==> config.mk <==
export PLATFORM = sky130hd
export DESIGN_NAME = hof_ram
export DESIGN_NICKNAME = d
export VERILOG_FILES = /design/src/hampel_outlier_filter_assert.svh /design/src/hof_ram.sv
export SDC_FILE = /design/constraint.sdc
export NUM_CORES = 1
export LEC_CHECK = 0
export ABC_AREA = 1
export BUFFER_PORTS_ARGS = -buffer_cell sky130_fd_sc_hd__buf_2
export CAP_MARGIN = 20
export CORE_ASPECT_RATIO = 1.4
export CORE_MARGIN = 5
export CORE_UTILIZATION = 45
export DETAILED_ROUTE_END_ITERATION = 12
export GPL_ROUTABILITY_DRIVEN = 1
export REMOVE_ABC_BUFFERS = 1
export SYNTH_ARGS = -nofsm -noshare
export SYNTH_HDL_FRONTEND = slang
export SYNTH_SLANG_ARGS = --single-unit
==> constraint.sdc <==
create_clock -name i_clk -period 2.1 [get_ports i_clk]
set_input_delay 0.525 -clock i_clk [delete_from_list [all_inputs] [get_ports i_clk]]
set_output_delay 0.525 -clock i_clk [all_outputs]
set_load 0.02 [all_outputs]
==> src/hampel_outlier_filter_assert.svh <==
// Assertion macros shared by the filter RTL.
`ifndef HAMPEL_OUTLIER_FILTER_ASSERT_SVH
`define HAMPEL_OUTLIER_FILTER_ASSERT_SVH
`ifndef NO_ASSERTIONS
`define HOF_ASSERT_IMP(lbl, clk, rst_n, ante, cons) \
    lbl: assert property (@(posedge clk) disable iff (!rst_n) (ante) |-> (cons)) \
        else $error("hampel_outlier_filter: same-cycle check failed");
`define HOF_ASSERT_NXT(lbl, clk, rst_n, ante, cons) \
    lbl: assert property (@(posedge clk) disable iff (!rst_n) (ante) |=> (cons)) \
        else $error("hampel_outlier_filter: next-cycle check failed");
`else
`define HOF_ASSERT_IMP(lbl, clk, rst_n, ante, cons)
`define HOF_ASSERT_NXT(lbl, clk, rst_n, ante, cons)
`endif
`endif

==> src/hof_ram.sv <==
// Generic single-port-write, single-port-read RAM with registered read data.
module hof_ram #(
    parameter int WIDTH = 17,
    parameter int DEPTH = 33
) (
    input  logic                     i_clk,
    input  logic                     i_we,
    input  logic [$clog2(DEPTH)-1:0] i_waddr,
    input  logic [WIDTH-1:0]         i_wdata,
    input  logic [$clog2(DEPTH)-1:0] i_raddr,
    output logic [WIDTH-1:0]         o_rdata
);

    logic [WIDTH-1:0] r_mem [DEPTH];
    logic [WIDTH-1:0] r_rdata;

    always_ff @(posedge i_clk) begin
        if (i_we) begin
            r_mem[i_waddr] <= i_wdata;
        end
        r_rdata <= r_mem[i_raddr];
    end

    assign o_rdata = r_rdata;

endmodule

Word level (Yosys, flattened, before mapping)
Memories as Yosys holds them, arrays and structs flattened. A register that Yosys moved wholly into a read port is not among the register bits.
Index checks and enable logic that the tools add are counted.
{ "totals": {"rom_bits": 0, "out_inout_bits": 17, "ramBits": 561, "reg_bits": 0, "inputBits": 31, "word_cells": 3, "latchBits": 0, "n_memories": 1} }
{ "mem_list": {"columns": ["name", "depth", "word_bits", "read_ports", "rd_ports_with_merged_regs", "wr", "line_no", "rtl"], "rows": [
  ["r_mem", 33, 17, 1, 1, 1, "hof_ram.sv:14", "logic [WIDTH-1:0] r_mem [DEPTH];"]
]} }
{ "op_classes": {"div_mod_pow": 0, "add_sub_neg": 0, "shift": 0, "multipliers": 0, "reduce_logical": 0, "n_eq_ne": 0, "mux": 2, "bitwise": 0, "n_lt_le_gt_ge": 0} }
{ "op_table": {"columns": ["op", "n"], "rows": [
  ["1-bit two-way mux", 2]
]} }

Longest topological paths before layout
Gate-level depths: netlist (run 1).
{ "logic_depth": {"ltp_word": 2, "ltp_mapped": 12, "mapped_depth_nobuf": 9} }

Worst setup path after synthesis (run 1)
No wires, ideal clock.
{ "synth_path": {"path_kind": "input to register", "from": "input port i_waddr[4]", "to": "memory r_mem[24][0], enable pin", "n_path_buf": 0, "stages": 4, "setup_time_ps": 391, "arrival_time_ps": 1641, "slack_ps": 68, "required_time_ps": 1709, "path_cell_list": "inv_1 -> nor2_1 -> nand3_1 -> nor2_1"} }
{ "synth_lines": {"columns": ["item", "line_no", "rtl"], "rows": [
  ["start, declared", "hof_ram.sv:8", "input logic [$clog2(DEPTH)-1:0] i_waddr,"],
  ["end, declared", "hof_ram.sv:14", null]
]} }
No word-level cell before the write port.

Final worst setup path (run 1)
{ "layout_path": {"from": "register r_rdata[0], in the netlist o_rdata[0], read port of r_mem", "to": "output port o_rdata[0]"} }
{ "layout_lines": {"columns": ["item", "line_no", "rtl"], "rows": [
  ["start, declared", "hof_ram.sv:15", "logic [WIDTH-1:0] r_rdata;"],
  ["end, declared", "hof_ram.sv:11", "output logic [WIDTH-1:0] o_rdata"]
]} }
No word-level cell between the ends.

==> impl_metrics.csv, run 1 <==
group,metric,value,unit
sta,slew_headroom,48.3,%
setup_path,r2r_cells,8,
layout,layout_commonest_cell,"nand2_1",
grt,track_usage,22.1,%
place,io_buffers,47,
detailed_routing,top_layer_used,"met5",
setup_path,cp-start-kind,"flip-flop",
grt,grt-ovfl-total,0,
logic_synthesis,syn_area_per_cell,11.9,um^2
power,ir_drop,0.000596,V
floorplan,design.core.area,50900,um^2
power,power_density,884,nW/um^2
run,cap_violations,0,
floorplan,num_rows,98,
logic_synthesis,yosysTopAreaCellShare,73.3,%
place,post-place-ws,-0.0583,ns
setup_path,critPathKind,"flip-flop to output port",
logic_synthesis,yosysTopAreaCell,"edfxtp_1",
logic_synthesis,syn_area,23000,um^2
grt,grt_first_pass_wirelength,93700,um
sta,post-route-period-util,83.1,%
detailed_routing,wl_met2,32100,um
detailed_routing,met3_length,3790,um
setup_path,endpoint_kind,"output port",
detailed_routing,vias,15200,
logic_synthesis,yosysWarnings,0,
detailed_routing,drt_iter0_markers,1347,
grt,grt_antenna_before_repair,6,
clock_tree,clkLatencyLatePin,0.59,ns
sta,setup_tns,0,ns
hold_path,min_to,"o_rdata[5]",
floorplan,start_util,45.2,%
clock_tree,htreeDepth,2,
logic_synthesis,synthDistinctLibCells,13,
setup_path,crit_required,1.57,ns
outcome,outcome,"completed",
sta,rsz0062_at_grt,"no",
setup_path,cp_max_fo,1,
clock_tree,cts.clk_slew.worst_paths,0.06,ns
detailed_routing,wl_per_cell,23.0,um
floorplan,dieArea,55800,um^2
setup_path,cp_top_family,"flip-flops",
sta,max_freq,573,MHz
hold_path,hold_depth,3,
clock_tree,cts_setup_buffers,0,
detailed_routing,wirelength,62600,um
sta,tightest_slew,0.775,ns
grt,grt_pass1_vias,15000,
hold_path,worst_hold_startpoint,"i_raddr[5]",
hold_path,min_path_type,"primary input to flip-flop",
setup_path,timing.critical_path.buf_inv,1,
sta,final-setup-viol-count,0,
clock_tree,cts_root_buf,"clkbuf_16",
place,dp.final_hpwl,37100,um
clock_tree,cts_buffers,53,
setup_path,crit_path_max_incr_delay,0.42,ns
logic_synthesis,synthMuxAreaShare,0,%
clock_tree,cts-resized-gates,0,
layout,final_cell_mix,"nand2_1, edfxtp_1, nand3_1",
logic_synthesis,syn_inst,1928,
logic_synthesis,synth.ff_latch_count,578,
layout,stdcell_area,26700,um^2
clock_tree,postCtsHoldBufs,0,
place,place_congestion,0.820,
power,p_leak,9.71,nW
layout,nNetsFinal,2053,
logic_synthesis,synth_area_leaders,"edfxtp_1, nand2_1, nand3_1",
detailed_routing,ant_nets,0,
logic_synthesis,synth_fa_ha_area_share,0,%
sta,hold_violations,0,
detailed_routing,drt_first_pass_iters,8,
logic_synthesis,synthSimpleGateAreaFrac,22.5,%
sta,finalCriticalPeriod,1.75,ns
floorplan,io_pins,48,
clock_tree,cts_tree,"built",
setup_path,rr_endpoint,"o_rdata[6]",
detailed_routing,via_per_inst,5.60,
logic_synthesis,synth_top_family_by_area,"simple AND/OR/NAND/NOR gates",
logic_synthesis,synth_xor_area_share,0,%
setup_path,regToRegSetupSlack,0.70,ns
sta,whs,0.281,ns
sta,fin_ws,0.355,ns
sta,maxSlewViolCount,0,
setup_path,cp.arrival,1.22,ns
logic_synthesis,ys_seq_area_share,74.8,%
logic_synthesis,synth_compound_gate_area_share,0,%
place,place_area,25100,um^2
detailed_routing,wl_met1,24100,um
detailed_routing,drc,0,
sta,fin_skew,0.0268,ns
layout,synthToLayoutAreaGrowth,16.2,%
setup_path,r2r_start,"r_mem[29][6]",
clock_tree,cts.sinks,578,
layout,drive_gt1_share,13.3,%
layout,final_core_util,52.5,%
grt,grt_max_degree,63,
setup_path,crit_path_top_delay_cell,"dfxtp_1",
floorplan,die_y,277,um
clock_tree,clock_path_buffers,3,
floorplan,die_w,201,um
setup_path,path_cells,"buf_2",
-- report_power, final --
group          switching (mW)  total, mW  internal [mW]
logic                    1.14       1.61          0.471
registers              0.0419       12.8           12.7
clock network            4.13       9.23           5.10
-- final cells by class --
cell class	instances	area (um^2)
Clock buffer	68	1440
Sequential cell	578	17200
Antenna cell	1	2.50
Clock inverter	30	208
Inverter	11	51.3
Tap cell	650	813
Multi-Input combinational cell	1222	5260
Fill cell	4197	24200
Timing Repair Buffer	156	1760
-- per-layer routing --
metal,vias up,GRT usage (%)
met2,577,39.1
met3,128,3.08
li1,6961,-
met4,4,8.95
met5,-,0
met1,7544,27.3
-- worst max-delay path by stage --
stage / from / endpoint / depth (start not counted)
after floorplan: i_raddr[0] / o_rdata[13] / 9
after global placement: i_raddr[1] / o_rdata[6] / 10
after detailed placement: i_raddr[1] / o_rdata[6] / 10
after CTS: o_rdata[0] / o_rdata[0] / 1
after global routing: o_rdata[0] / o_rdata[0] / 1
final: o_rdata[0] / o_rdata[0] / 1
-- synthesized netlist by cell type --
| master | count |
|---|---|
| dfxtp_1 | 17 |
| buf_1 | 14 |
| nand3_1 | 470 |
| inv_1 | 5 |
| buf_4 | 11 |
| buf_6 | 2 |
| clkbuf_1 | 18 |
| clkinv_1 | 3 |
| inv_2 | 3 |
| edfxtp_1 | 561 |
| buf_2 | 72 |
| nor2_1 | 36 |
| nand2_1 | 716 |
-- registers in the layout (all words and copies together) (netlist names) --
name / flops
o_rdata: 17
r_mem: 561
-- stage by stage --
stage / power, mW / cells
2_1_floorplan: 13.7 / 1811
3_3_place_gp: 14.6 / 2617
3_5_place_dp: 14.7 / 2617
4_1_cts: 23.8 / 2715
5_1_grt: 24.4 / 2715
6_report: 23.6 / 2716
-- logic make-up after synthesis --
group / count (synthesis)
buf+inv: 128
simple gates: 1222
flops: 578
No activity file was read; power rests on OpenSTA's default activity.
==> run 2, diff against run 1 <==
Clock period 2.1 ns to 1.55 ns, I/O delays scaled along.
==> impl_metrics.csv, run 2 (synthesis gave the netlist of run 1 again) <==
group,metric,value,unit
layout,largest_reg_flops,561,
grt,grt_first_pass_wirelength,95100,um
clock_tree,cts_root_buf,"clkbuf_16",
floorplan,dieArea,55800,um^2
layout,nNetsFinal,2117,
setup_path,endpoint_kind,"output port",
power,power_density,1200,nW/um^2
floorplan,num_rows,98,
setup_path,crit_path_top_delay_cell,"dfxtp_2",
sta,tightest_slew,0.779,ns
setup_path,cp-start-kind,"flip-flop",
detailed_routing,drt_iter0_markers,1515,
outcome,outcome,"completed",
clock_tree,clkLatencyLatePin,0.58,ns
sta,finalCriticalPeriod,1.53,ns
setup_path,crit_start,"o_rdata[3]",
layout,final_core_util,54.1,%
floorplan,io_pins,48,
grt,grt_max_degree,53,
layout,final_cell_mix,"nand2_1, edfxtp_1, nand3_1",
clock_tree,cts.clk_slew.worst_paths,0.07,ns
place,dp.final_hpwl,39900,um
clock_tree,htreeDepth,2,
detailed_routing,wirelength,64200,um
clock_tree,postCtsHoldBufs,0,
layout,multi_input_area,5260,um^2
floorplan,die_y,277,um
clock_tree,cts_buffers,53,
sta,post-route-period-util,98.5,%
power,p_leak,10.1,nW
floorplan,start_util,45.2,%
detailed_routing,ant_nets,0,
sta,rsz0062_at_grt,"no",
setup_path,crit_required,1.16,ns
detailed_routing,drc,0,
clock_tree,clock_path_buffers,3,
detailed_routing,wl_per_cell,23.1,um
setup_path,cp_top_family,"flip-flops",
grt,track_usage,22.5,%
sta,slew_headroom,48.1,%
setup_path,crit_path_max_incr_delay,0.40,ns
power,ir_drop,0.000927,V
layout,synthToLayoutAreaGrowth,19.8,%
clock_tree,cts_tree,"built",
power,p_total,32.9,mW
sta,max_freq,655,MHz
detailed_routing,drt_first_pass_iters,6,
setup_path,r2r_start,"r_mem[10][13]",
grt,grt-ovfl-total,0,
hold_path,worst_hold_startpoint,"i_raddr[5]",
layout,largest-register,"r_mem",
floorplan,die_w,201,um
place,io_buffers,47,
sta,hold_violations,0,
sta,final-setup-viol-count,0,
setup_path,timing.critical_path.buf_inv,1,
floorplan,design.core.area,50900,um^2
setup_path,cp.arrival,1.14,ns
layout,stdcell_area,27500,um^2
setup_path,critPathKind,"flip-flop to output port",
detailed_routing,via_per_inst,5.54,
setup_path,path_cells,"buf_4",
grt,grt_antenna_before_repair,3,
clock_tree,cts_setup_buffers,0,
setup_path,cp_max_fo,1,
sta,setup_tns,0,ns
layout,nFillCells,4182,
place,place_area,25700,um^2
run,cap_violations,0,
place,place_congestion,0.838,
layout,drive_gt1_share,16.4,%
grt,grt_pass1_vias,15100,
clock_tree,cts.sinks,578,
layout,layout_commonest_cell,"nand2_1",
hold_path,min_path_type,"primary input to flip-flop",
sta,maxSlewViolCount,0,
layout,seqCellArea,17200,um^2
sta,fin_skew,0.0162,ns
detailed_routing,vias,15400,
## run 2: changes by cell type in the layout (fill, tap and decap cells not counted), sizes merged
| cell | change |
|---|---|
| inv | +1 |
| diode | +1 |
| clkbuf | +11 |
| buf | +64 |
| clkinvlp | -1 |
| bufinv | +1 |
| clkinv | -10 |
## run 2: path summary, 6_finish.rpt
path / endpoint / slack [ns] / cells after the start
worst min-delay path: o_rdata[8] / 0.14 / 3
worst max-delay path: o_rdata[3] / 0.02 / 1
worst min register to register: o_rdata[11] / 0.44 / 2
worst max register to register: o_rdata[13] / 0.24 / 8
## run 2: power breakdown
part | internal (mW) | leakage (nW) | switching, mW
Clock | 7.60 | 0.881 | 5.61
Sequential | 17.3 | 5.19 | 0.0744
Combinational | 0.791 | 4.08 | 1.57
Total | 25.7 | 10.1 | 7.25
## run 2: cell type report
| class | count | area share (%) |
|---|---|---|
| antenna | 2 | 0.0182 |
| clock buffer | 79 | 5.76 |
| clock inverter | 21 | 0.709 |
| inverter | 11 | 0.186 |
| multi-input combinational | 1222 | 19.1 |
| sequential | 578 | 62.5 |
| tap | 650 | 2.95 |
| timing repair buffer | 220 | 8.78 |
## run 2: routing by layer
layer  GRT usage, %  vias up  wire, um
met1           27.6     7625     24200
met3           2.85      128      3890
met5              0        -        13
li1               -     7086         -
met4           9.59        2      2860
met2           39.9      580     33300
## run 2: timing repair
item                       4_1_cts  5_1_grt
setup endpoints to repair       10        4
hold endpoints to repair         0        0
gates resized for setup         21        4
## run 2: stage by stage
stage               instances  setup slack (ns)  hold slack [ns]
floorplan                1811             -1.55            0.414
CTS                      2781         0.0000185            0.123
finish                   2783            0.0233            0.140
global route             2782           0.00808            0.129
global placement         2681            -0.342            0.425
detailed placement       2681            -0.344            0.432
