[config.mk]
export PLATFORM = sky130hd
export DESIGN_NAME = hof_rank
export DESIGN_NICKNAME = d
export VERILOG_FILES = /design/src/hampel_outlier_filter_assert.svh /design/src/hof_pkg.sv /design/src/hof_rank.sv
export SDC_FILE = /design/constraint.sdc
export NUM_CORES = 2
export LEC_CHECK = 0
export BUFFER_PORTS_ARGS = -buffer_cell sky130_fd_sc_hd__clkbuf_2
export CAP_MARGIN = 25
export CORE_MARGIN = 2
export CORE_UTILIZATION = 56
export DETAILED_ROUTE_END_ITERATION = 8
export PLACE_DENSITY = 0.82
export SYNTH_ARGS = -nofsm -noshare
export SYNTH_HDL_FRONTEND = slang
export SYNTH_SLANG_ARGS = --single-unit
[constraint.sdc]
create_clock -name i_clk -period 27.6 [get_ports i_clk]
set_clock_uncertainty 0.2 [all_clocks]
set_input_delay 5.52 -clock i_clk [delete_from_list [all_inputs] [get_ports i_clk]]
set_output_delay 5.52 -clock i_clk [all_outputs]
set_load 0.01 [all_outputs]
[src/hampel_outlier_filter_assert.svh]
// Assertion macros shared by the filter RTL.
`ifndef HAMPEL_OUTLIER_FILTER_ASSERT_SVH
`define HAMPEL_OUTLIER_FILTER_ASSERT_SVH
`ifndef NO_ASSERTIONS
`define HOF_ASSERT_IMP(lbl, clk, rst_n, ante, cons) \
    lbl: assert property (@(posedge clk) disable iff (!rst_n) (ante) |-> (cons)) \
        else $error("hampel_outlier_filter: same-cycle check failed");
`define HOF_ASSERT_NXT(lbl, clk, rst_n, ante, cons) \
    lbl: assert property (@(posedge clk) disable iff (!rst_n) (ante) |=> (cons)) \
        else $error("hampel_outlier_filter: next-cycle check failed");
`else
`define HOF_ASSERT_IMP(lbl, clk, rst_n, ante, cons)
`define HOF_ASSERT_NXT(lbl, clk, rst_n, ante, cons)
`endif
`endif

[src/hof_pkg.sv]
// Shared types and constants of the Hampel outlier filter.
package hof_pkg;

    localparam int unsigned CFG_IDX_W = 2;
    localparam int unsigned CFG_DATA_W = 12;
    localparam logic [CFG_IDX_W-1:0] CFG_HALF_WINDOW = 2'd0;
    localparam logic [CFG_IDX_W-1:0] CFG_THRESHOLD   = 2'd1;
    localparam logic [CFG_IDX_W-1:0] CFG_WINDOW_MODE = 2'd2;

    localparam int unsigned K_FIELD_W = 5;
    localparam int unsigned THR_W = 12;
    localparam int unsigned HALF_WINDOW_RST = 3;
    localparam logic [THR_W-1:0] THRESHOLD_RST = 12'd768;
    localparam logic WINDOW_MODE_RST = 1'b0;

    // 1.4826 as 14826/10000; deviation side carries 2 * 256 * 10000
    localparam int unsigned SCALE_NUM_W = 14;
    localparam logic [SCALE_NUM_W-1:0] SCALE_NUM = 14'd14826;
    localparam int unsigned DEV_SCALE_W = 23;
    localparam logic [DEV_SCALE_W-1:0] DEV_SCALE = 23'd5120000;
    localparam int unsigned P1_W = THR_W + SCALE_NUM_W;

    typedef struct packed {
        logic clear;
        logic load;
        logic rotate;
        logic to_dev;
    } t_rank_ctl;

endpackage

[src/hof_rank.sv]
// Rotating window register line with parallel rank compares for median selection.
module hof_rank #(
    parameter int DEPTH = 33,
    parameter int EW = 18
) (
    input  logic                       i_clk,
    input  logic                       i_rst_n,
    input  hof_pkg::t_rank_ctl         i_ctl,
    input  logic signed [EW-1:0]       i_load_data,
    input  logic signed [EW-1:0]       i_med,
    input  logic [$clog2(DEPTH+1)-1:0] i_r1,
    input  logic [$clog2(DEPTH+1)-1:0] i_r2,
    output logic signed [EW-1:0]       o_sel_lo,
    output logic signed [EW-1:0]       o_sel_hi
);

    localparam int CW = $clog2(DEPTH + 1);

    logic signed [EW-1:0] r_w [DEPTH];
    logic [DEPTH-1:0]     r_v;
    logic signed [EW-1:0] r_sel_lo;
    logic signed [EW-1:0] r_sel_hi;
    logic signed [EW-1:0] diff [DEPTH];
    logic signed [EW-1:0] absd [DEPTH];
    logic [CW-1:0]        lt;
    logic [CW-1:0]        le;
    logic                 hit_lo;
    logic                 hit_hi;

    always_comb begin
        lt = '0;
        le = '0;
        for (int i = 0; i < DEPTH; i++) begin
            if (r_v[i] && (r_w[i] < r_w[0])) begin
                lt = lt + 1'b1;
            end
            if (r_v[i] && (r_w[i] <= r_w[0])) begin
                le = le + 1'b1;
            end
        end
    end

    assign hit_lo = r_v[0] && (lt <= i_r1) && (i_r1 < le);
    assign hit_hi = r_v[0] && (lt <= i_r2) && (i_r2 < le);

    always_comb begin
        for (int i = 0; i < DEPTH; i++) begin
            diff[i] = r_w[i] - i_med;
            absd[i] = diff[i][EW-1] ? -diff[i] : diff[i];
        end
    end

    always_ff @(posedge i_clk) begin
        if (!i_rst_n) begin
            r_v <= '0;
        end else if (i_ctl.clear) begin
            r_v <= '0;
        end else if (i_ctl.load) begin
            r_v <= {1'b1, r_v[DEPTH-1:1]};
        end else if (i_ctl.rotate) begin
            r_v <= {r_v[0], r_v[DEPTH-1:1]};
        end
    end

    always_ff @(posedge i_clk) begin
        if (i_ctl.load) begin
            for (int i = 0; i < DEPTH - 1; i++) begin
                r_w[i] <= r_w[i+1];
            end
            r_w[DEPTH-1] <= i_load_data;
        end else if (i_ctl.rotate) begin
            for (int i = 0; i < DEPTH - 1; i++) begin
                r_w[i] <= r_w[i+1];
            end
            r_w[DEPTH-1] <= r_w[0];
        end else if (i_ctl.to_dev) begin
            for (int i = 0; i < DEPTH; i++) begin
                r_w[i] <= absd[i];
            end
        end
    end

    always_ff @(posedge i_clk) begin
        if (i_ctl.rotate && hit_lo) begin
            r_sel_lo <= r_w[0];
        end
        if (i_ctl.rotate && hit_hi) begin
            r_sel_hi <= r_w[0];
        end
    end

    assign o_sel_lo = r_sel_lo;
    assign o_sel_hi = r_sel_hi;

endmodule

### Yosys cells after proc, flatten, opt, wreduce, memory -nomap -nowiden

Memories as Yosys holds them, arrays and structs flattened.
Index checks and enable logic that the tools add are counted.

| word-level totals | value |
|---|---|
| register bits after elaboration | 69 |
| latch bits | 0 |
| RAM bits | 594 |
| bits in read-only memories | 0 |
| output and inout bits | 36 |
| logic and storage cells | 521 |
| memories kept | 1 |

Memory list:

| memory | words | width | rd ports | clocked after Yosys merged registers in | write ports | line | RTL |
|---|---|---|---|---|---|---|---|
| r_w | 33 | 18 | 33 | 0 | 33 | hof_rank.sv:19 | `logic signed [EW-1:0] r_w [DEPTH];` |

| cells by class | value |
|---|---|
| $add $sub $neg | 130 |
| multipliers | 0 |
| div/mod/pow operators | 0 |
| $lt $le $gt $ge | 70 |
| eq/ne operators | 0 |
| shift-type cells | 0 |
| mux-type cells | 176 |
| bitwise gates (word level) | 67 |
| reductions and logical operators | 74 |

Operators by type and width:

| operator | number |
|---|---|
| $mux 18 | 99 |
| $le 18x18->1 | 33 |
| $lt 18x18->1 | 33 |
| $neg 18->18 | 33 |
| $sub 18x18->18 | 33 |
| $add 6x1->6 const B | 64 |
| $mux 6 | 64 |
| $logic_and 1x1->1 | 72 |
| $mux 33 | 2 |
| $or 1x1->1 | 66 |
| $le 6x6->1 | 2 |
| $lt 6x6->1 | 2 |
| $mux 1 | 11 |
| $reduce_bool 2->1 | 1 |
| $reduce_or 2->1 | 1 |
| $not 1->1 | 1 |

### Depth between registers and ports, before layout

An unclocked memory read counts as a cell.

| depth | value |
|---|---|
| word-level depth | 72 |
| gate-level depth with buffers | 124 |
| gate-level depth less buffers | 124 |

### Worst setup path before layout

Ideal clock, no wire load.

| timing | value |
|---|---|
| kind | register to register |
| from | memory r_w[0][1] |
| to | register r_sel_hi[0], in the netlist o_sel_hi[0] (read register of r_w), enable pin |
| library setup time | 0.393 ns |
| data arrival time | 23.225 ns |
| data required time | 27.007 ns |
| slack | 3.782 ns |
| stages on the path, launching flop included | 124 |
| period minus slack after synthesis | 23.818 ns |
| cell sequence | edfxtp_1 -> inv_1 -> ha_1 -> nor2b_1 -> o21ai_0 -> nand2b_1 -> a21oi_1 -> nor2b_1 -> o21ai_0 -> nand2b_1 -> a21oi_1 -> o21ai_0 -> a221oi_1 -> nor2_1 -> nor3_1 -> o21a_1 -> nor2_1 -> ha_1 -> (+88 left out) -> mux2_2 -> ha_1 -> mux2_2 -> ha_1 -> mux2_2 -> ha_1 -> mux2_2 -> ha_1 -> nand2_1 -> a21oi_1 -> nor2_1 -> mux2_2 -> xor2_1 -> ha_1 -> nor2b_1 -> o21ai_0 -> nand3_1 -> nor2_1 |

RTL lines:

| item | line | RTL |
|---|---|---|
| from (decl) | hof_rank.sv:19 |  |
| to (decl) | hof_rank.sv:22 | `logic signed [EW-1:0] r_sel_hi;` |

==> summary.txt <==
Status
  • Status: complete, no violations

Logic synthesis
  • Most frequent cell after synthesis: nand2_1
  • Count of flip-flops with a built-in enable after synthesis: 630
  • Average footprint of a synthesized cell: 8.510 um^2
  • Cells after synthesis: 9,443
  • Share of flip-flops with an asynchronous set or reset after synthesis: 0
  • Cell accounting for the most synthesized area: edfxtp_1
  • Synth cell types: 110
  • Register bit count reported by yosys: 663
  • Main area contributors after synthesis: edfxtp_1 (24%), ha_1 (20%), xor2_1 (7.7%), nand2_1 (6.1%), o21ai_0 (6.0%)
  • Post-synthesis sequential area ratio: 0.2436
  • Number of warnings issued by yosys: 0
  • Top post-synthesis cells by count: nand2_1 (1,310), ha_1 (1,255), o21ai_0 (968)
  • Area share of the leading cell type in the synthesized netlist: 0.2354
  • Combined area of all synthesized cells: 80,360 um^2
  • Predominant post-synthesis flop cell: edfxtp_1
  • Post-synth net total: 10,790

Timing
  • Final Hold Viols: 0
  • Number of failing setup endpoints in the final timing report: 0
  • Actual slew at the worst max-slew pin: 1.142 ns
  • Maximum frequency from static timing analysis: 38.47 MHz
  • Count of pins over their slew limit: 0
  • Max transition margin: 0.2300
  • Clock period minus worst slack: 26.00 ns
  • Final critical-path setup slack: 1.603 ns
  • TNS Setup: 0 ns
  • Unrepaired setup endpoints after global routing: no
  • Ratio of final minimum period to clock period: 0.9419

Critical path
  • Worst reg2reg endpoint: o_sel_hi[10]
  • Worst EP required: 27.74 ns
  • Highest-delay cell along the critical path: inv_2
  • CP Depth: 120
  • Largest delay share family, worst path: adder cells
  • Library cell appearing most often on the critical path: ha_1
  • Startpoint Class: flip-flop
  • Sort of element at the end of the critical path: flip-flop
  • Worst Path Arrival: 26.14 ns
  • Critical Setup Path Class: reg -> reg
  • First element of the critical path: r_w[0][4]
  • Largest stage delay on the critical path: 0.78 ns
  • Reg2Reg Depth: 120
  • Largest fanout of any net on the critical path: 23
  • Setup slack, reg-to-reg: 1.60 ns
  • Origin of the critical flop-to-flop path: r_w[0][4]
  • Crit path buffers/inverters: 9

Clock network
  • Sinks on Clock Net: 663
  • Clock buffer count from CTS: 88
  • Clock root buffer master: clkbuf_16
  • Worst-case clock buffer depth: 3
  • CTS H-tree lvls: 3
  • Post-CTS Setup Bufs: 0
  • TritonCTS clock tree: done
  • Clock-pin transition on the worst setup and hold timing paths: 0.06 ns
  • Clock Latency Late Sink: 0.73 ns

Global routing
  • First-pass GRT wire length: 388,800 um
  • Congestion Overflow GR: 0
  • Number of global-route vias before repair: 71,850
  • Global-route total usage across every layer: 0.3325
  • Number of antenna violations at the first check in global routing: 4
  • Largest net degree at the start of global routing: 259

Finish
  • Core occupancy in the finished layout: 0.6031
  • Multi-input gate area in the final layout: 57,960 um^2
  • Area overhead of the layout relative to synthesis: 7.291%
  • Nets: 10,860
  • Count of filler cells inserted in the layout: 12,090
  • Layout cells sized above 1: 0.05148
  • Final standard cell area without fillers: 86,220 um^2
  • Register area: 19,580 um^2

Placement
  • Post-placement cell area: 83,110 um^2
  • Worst setup slack after placement: 1.827 ns
  • Quantity of I/O buffers inserted on ports: 89
  • Half-perimeter wire length after placement: 181,000 um
  • Final GP Congestion: 0.9687

Route
  • Antenna-violating nets left: 0
  • Vias: 73,290
  • Average vias per placed instance: 6.373
  • First-pass DRT Iterations: 6
  • DRC viols: 0
  • Iteration-0 DRC count of the detailed router: 7,423
  • Wirelength, routed: 251,100 um
  • Wire length per cell: 21.83 um

Flow run
  • Max-cap viol count: 0

Floorplan
  • Vertical die dimension: 382.8 um
  • Die width: 382.8 um
  • Die Footprint: 146,600 um^2
  • Top-level port count: 90
  • # rows: 139
  • CORE AREA: 143,000 um^2
  • Initial core utilization: 0.5621

Worst hold path
  • WHS Endpoint: r_v[22]
  • Hold Crit Start: r_v[22]
  • Hold Path Cell Cnt: 2
  • Worst hold path class: reg -> reg

Power and ir drop
  • Sequential share of power: 0.207
  • Power density of the placed cells: 123.0 nW/um^2
  • Switching share of power: 0.5019
  • Clk pwr share: 0.112
  • Static leakage: 39.48 nW
  • VDD IR-drop max: 0.07412 mV
  • Cell internal pwr: 5.284 mW
  • Total power: 10.61 mW
  • Combinational Power Share: 0.681
  • Switching power: 5.325 mW
logic make-up after synthesis:
family | share of synthesized area
flops | 0.2436
simple gates | 0.1690
mux | 0.008003
fa+ha+maj | 0.2039
xor+xnor | 0.1469
buf+inv | 0.03562
compound gates | 0.1930
sequential cells by signal (all words and copies together) (netlist names):
register and flops:
o_sel_hi 18, r_v 33, o_sel_lo 18, r_w 594
timing repair:
action,in CTS,in global routing
setup endpoints to repair,0,36
hold buffers,0,0
gates resized for setup,0,5
power groups by stage:
stage	clock network (mW)	logic, mW	registers [mW]
floorplan	0	5.41	1.96
global placement	0	6.58	2.16
detailed placement	0	6.95	2.18
CTS	1.19	7.04	2.17
global route	1.22	8.04	2.22
finish	1.19	7.22	2.20
tightest hold or removal path, cell delays in order, from the launching register on:
cell and delay (ns):
dfxtp_1 0.33, nand2_1 0.06, a21oi_1 0.05
routing by layer:
layer | up-vias | track usage | wire length [um]
met4 | 0 | 0.1794 | 14880
met2 | 3491 | 0.5344 | 111300
met3 | 890 | 0.05888 | 24580
met1 | 34660 | 0.4242 | 100300
li1 | 34250 | - | -
met5 | - | 0 | 0
cell usage in the layout (no fill, tap or decap), drive strengths merged, types with 20 or more instances in the layout:
master / synthesis / final
nand2: 1310 / 1310
ha: 1255 / 1255
o21ai: 983 / 983
xor2: 710 / 710
edfxtp: 630 / 630
inv: 549 / 555
xnor2: 523 / 523
a21oi: 503 / 503
nor2: 424 / 424
a21o: 350 / 350
clkbuf: 203 / 218
or3: 216 / 216
nand3: 150 / 150
o21bai: 144 / 144
nor3: 133 / 133
nand4: 129 / 129
buf: 9 / 111
a21boi: 109 / 109
nand2b: 102 / 102
o21a: 79 / 79
or4: 78 / 78
a211oi: 72 / 72
nor2b: 71 / 71
and2: 70 / 70
o31ai: 55 / 55
or2: 54 / 54
mux2i: 38 / 38
xnor3: 35 / 35
nor4: 34 / 34
fa: 33 / 33
dfxtp: 33 / 33
a31oi: 31 / 31
o211ai: 30 / 30
mux2: 23 / 23
and4: 21 / 21
and3: 20 / 20
clkinv: 0 / 20
cell type report:
type | instances | area share
Clock inverter | 36 | 0.004324
Clock buffer | 129 | 0.02885
Multi-Input combinational cell | 8019 | 0.6722
Sequential cell | 663 | 0.2271
Antenna cell | 1 | 0.00002902
Tap cell | 1903 | 0.02761
Inverter | 549 | 0.02402
Timing Repair Buffer | 200 | 0.01595
through the flow:
stage | std cells | hold slack, ns
after floorplan | 9443 | 0.2570
final | 11500 | 0.2945
after CTS | 11480 | 0.2946
after global routing | 11500 | 0.3131
after global placement | 11300 | 0.2771
after detailed placement | 11310 | 0.2865
worst max-delay path by stage:
| stage | endpoint | slack, ns |
|---|---|---|
| final | o_sel_hi[10] | 1.60 |
| after global routing | o_sel_lo[6] | 0.006 |
| after CTS | o_sel_hi[7] | 1.70 |
| after detailed placement | o_sel_hi[17] | 1.83 |
| after global placement | o_sel_hi[15] | 2.21 |
| after floorplan | o_sel_hi[0] | 3.78 |
No activity file was read; power rests on OpenSTA's default activity.
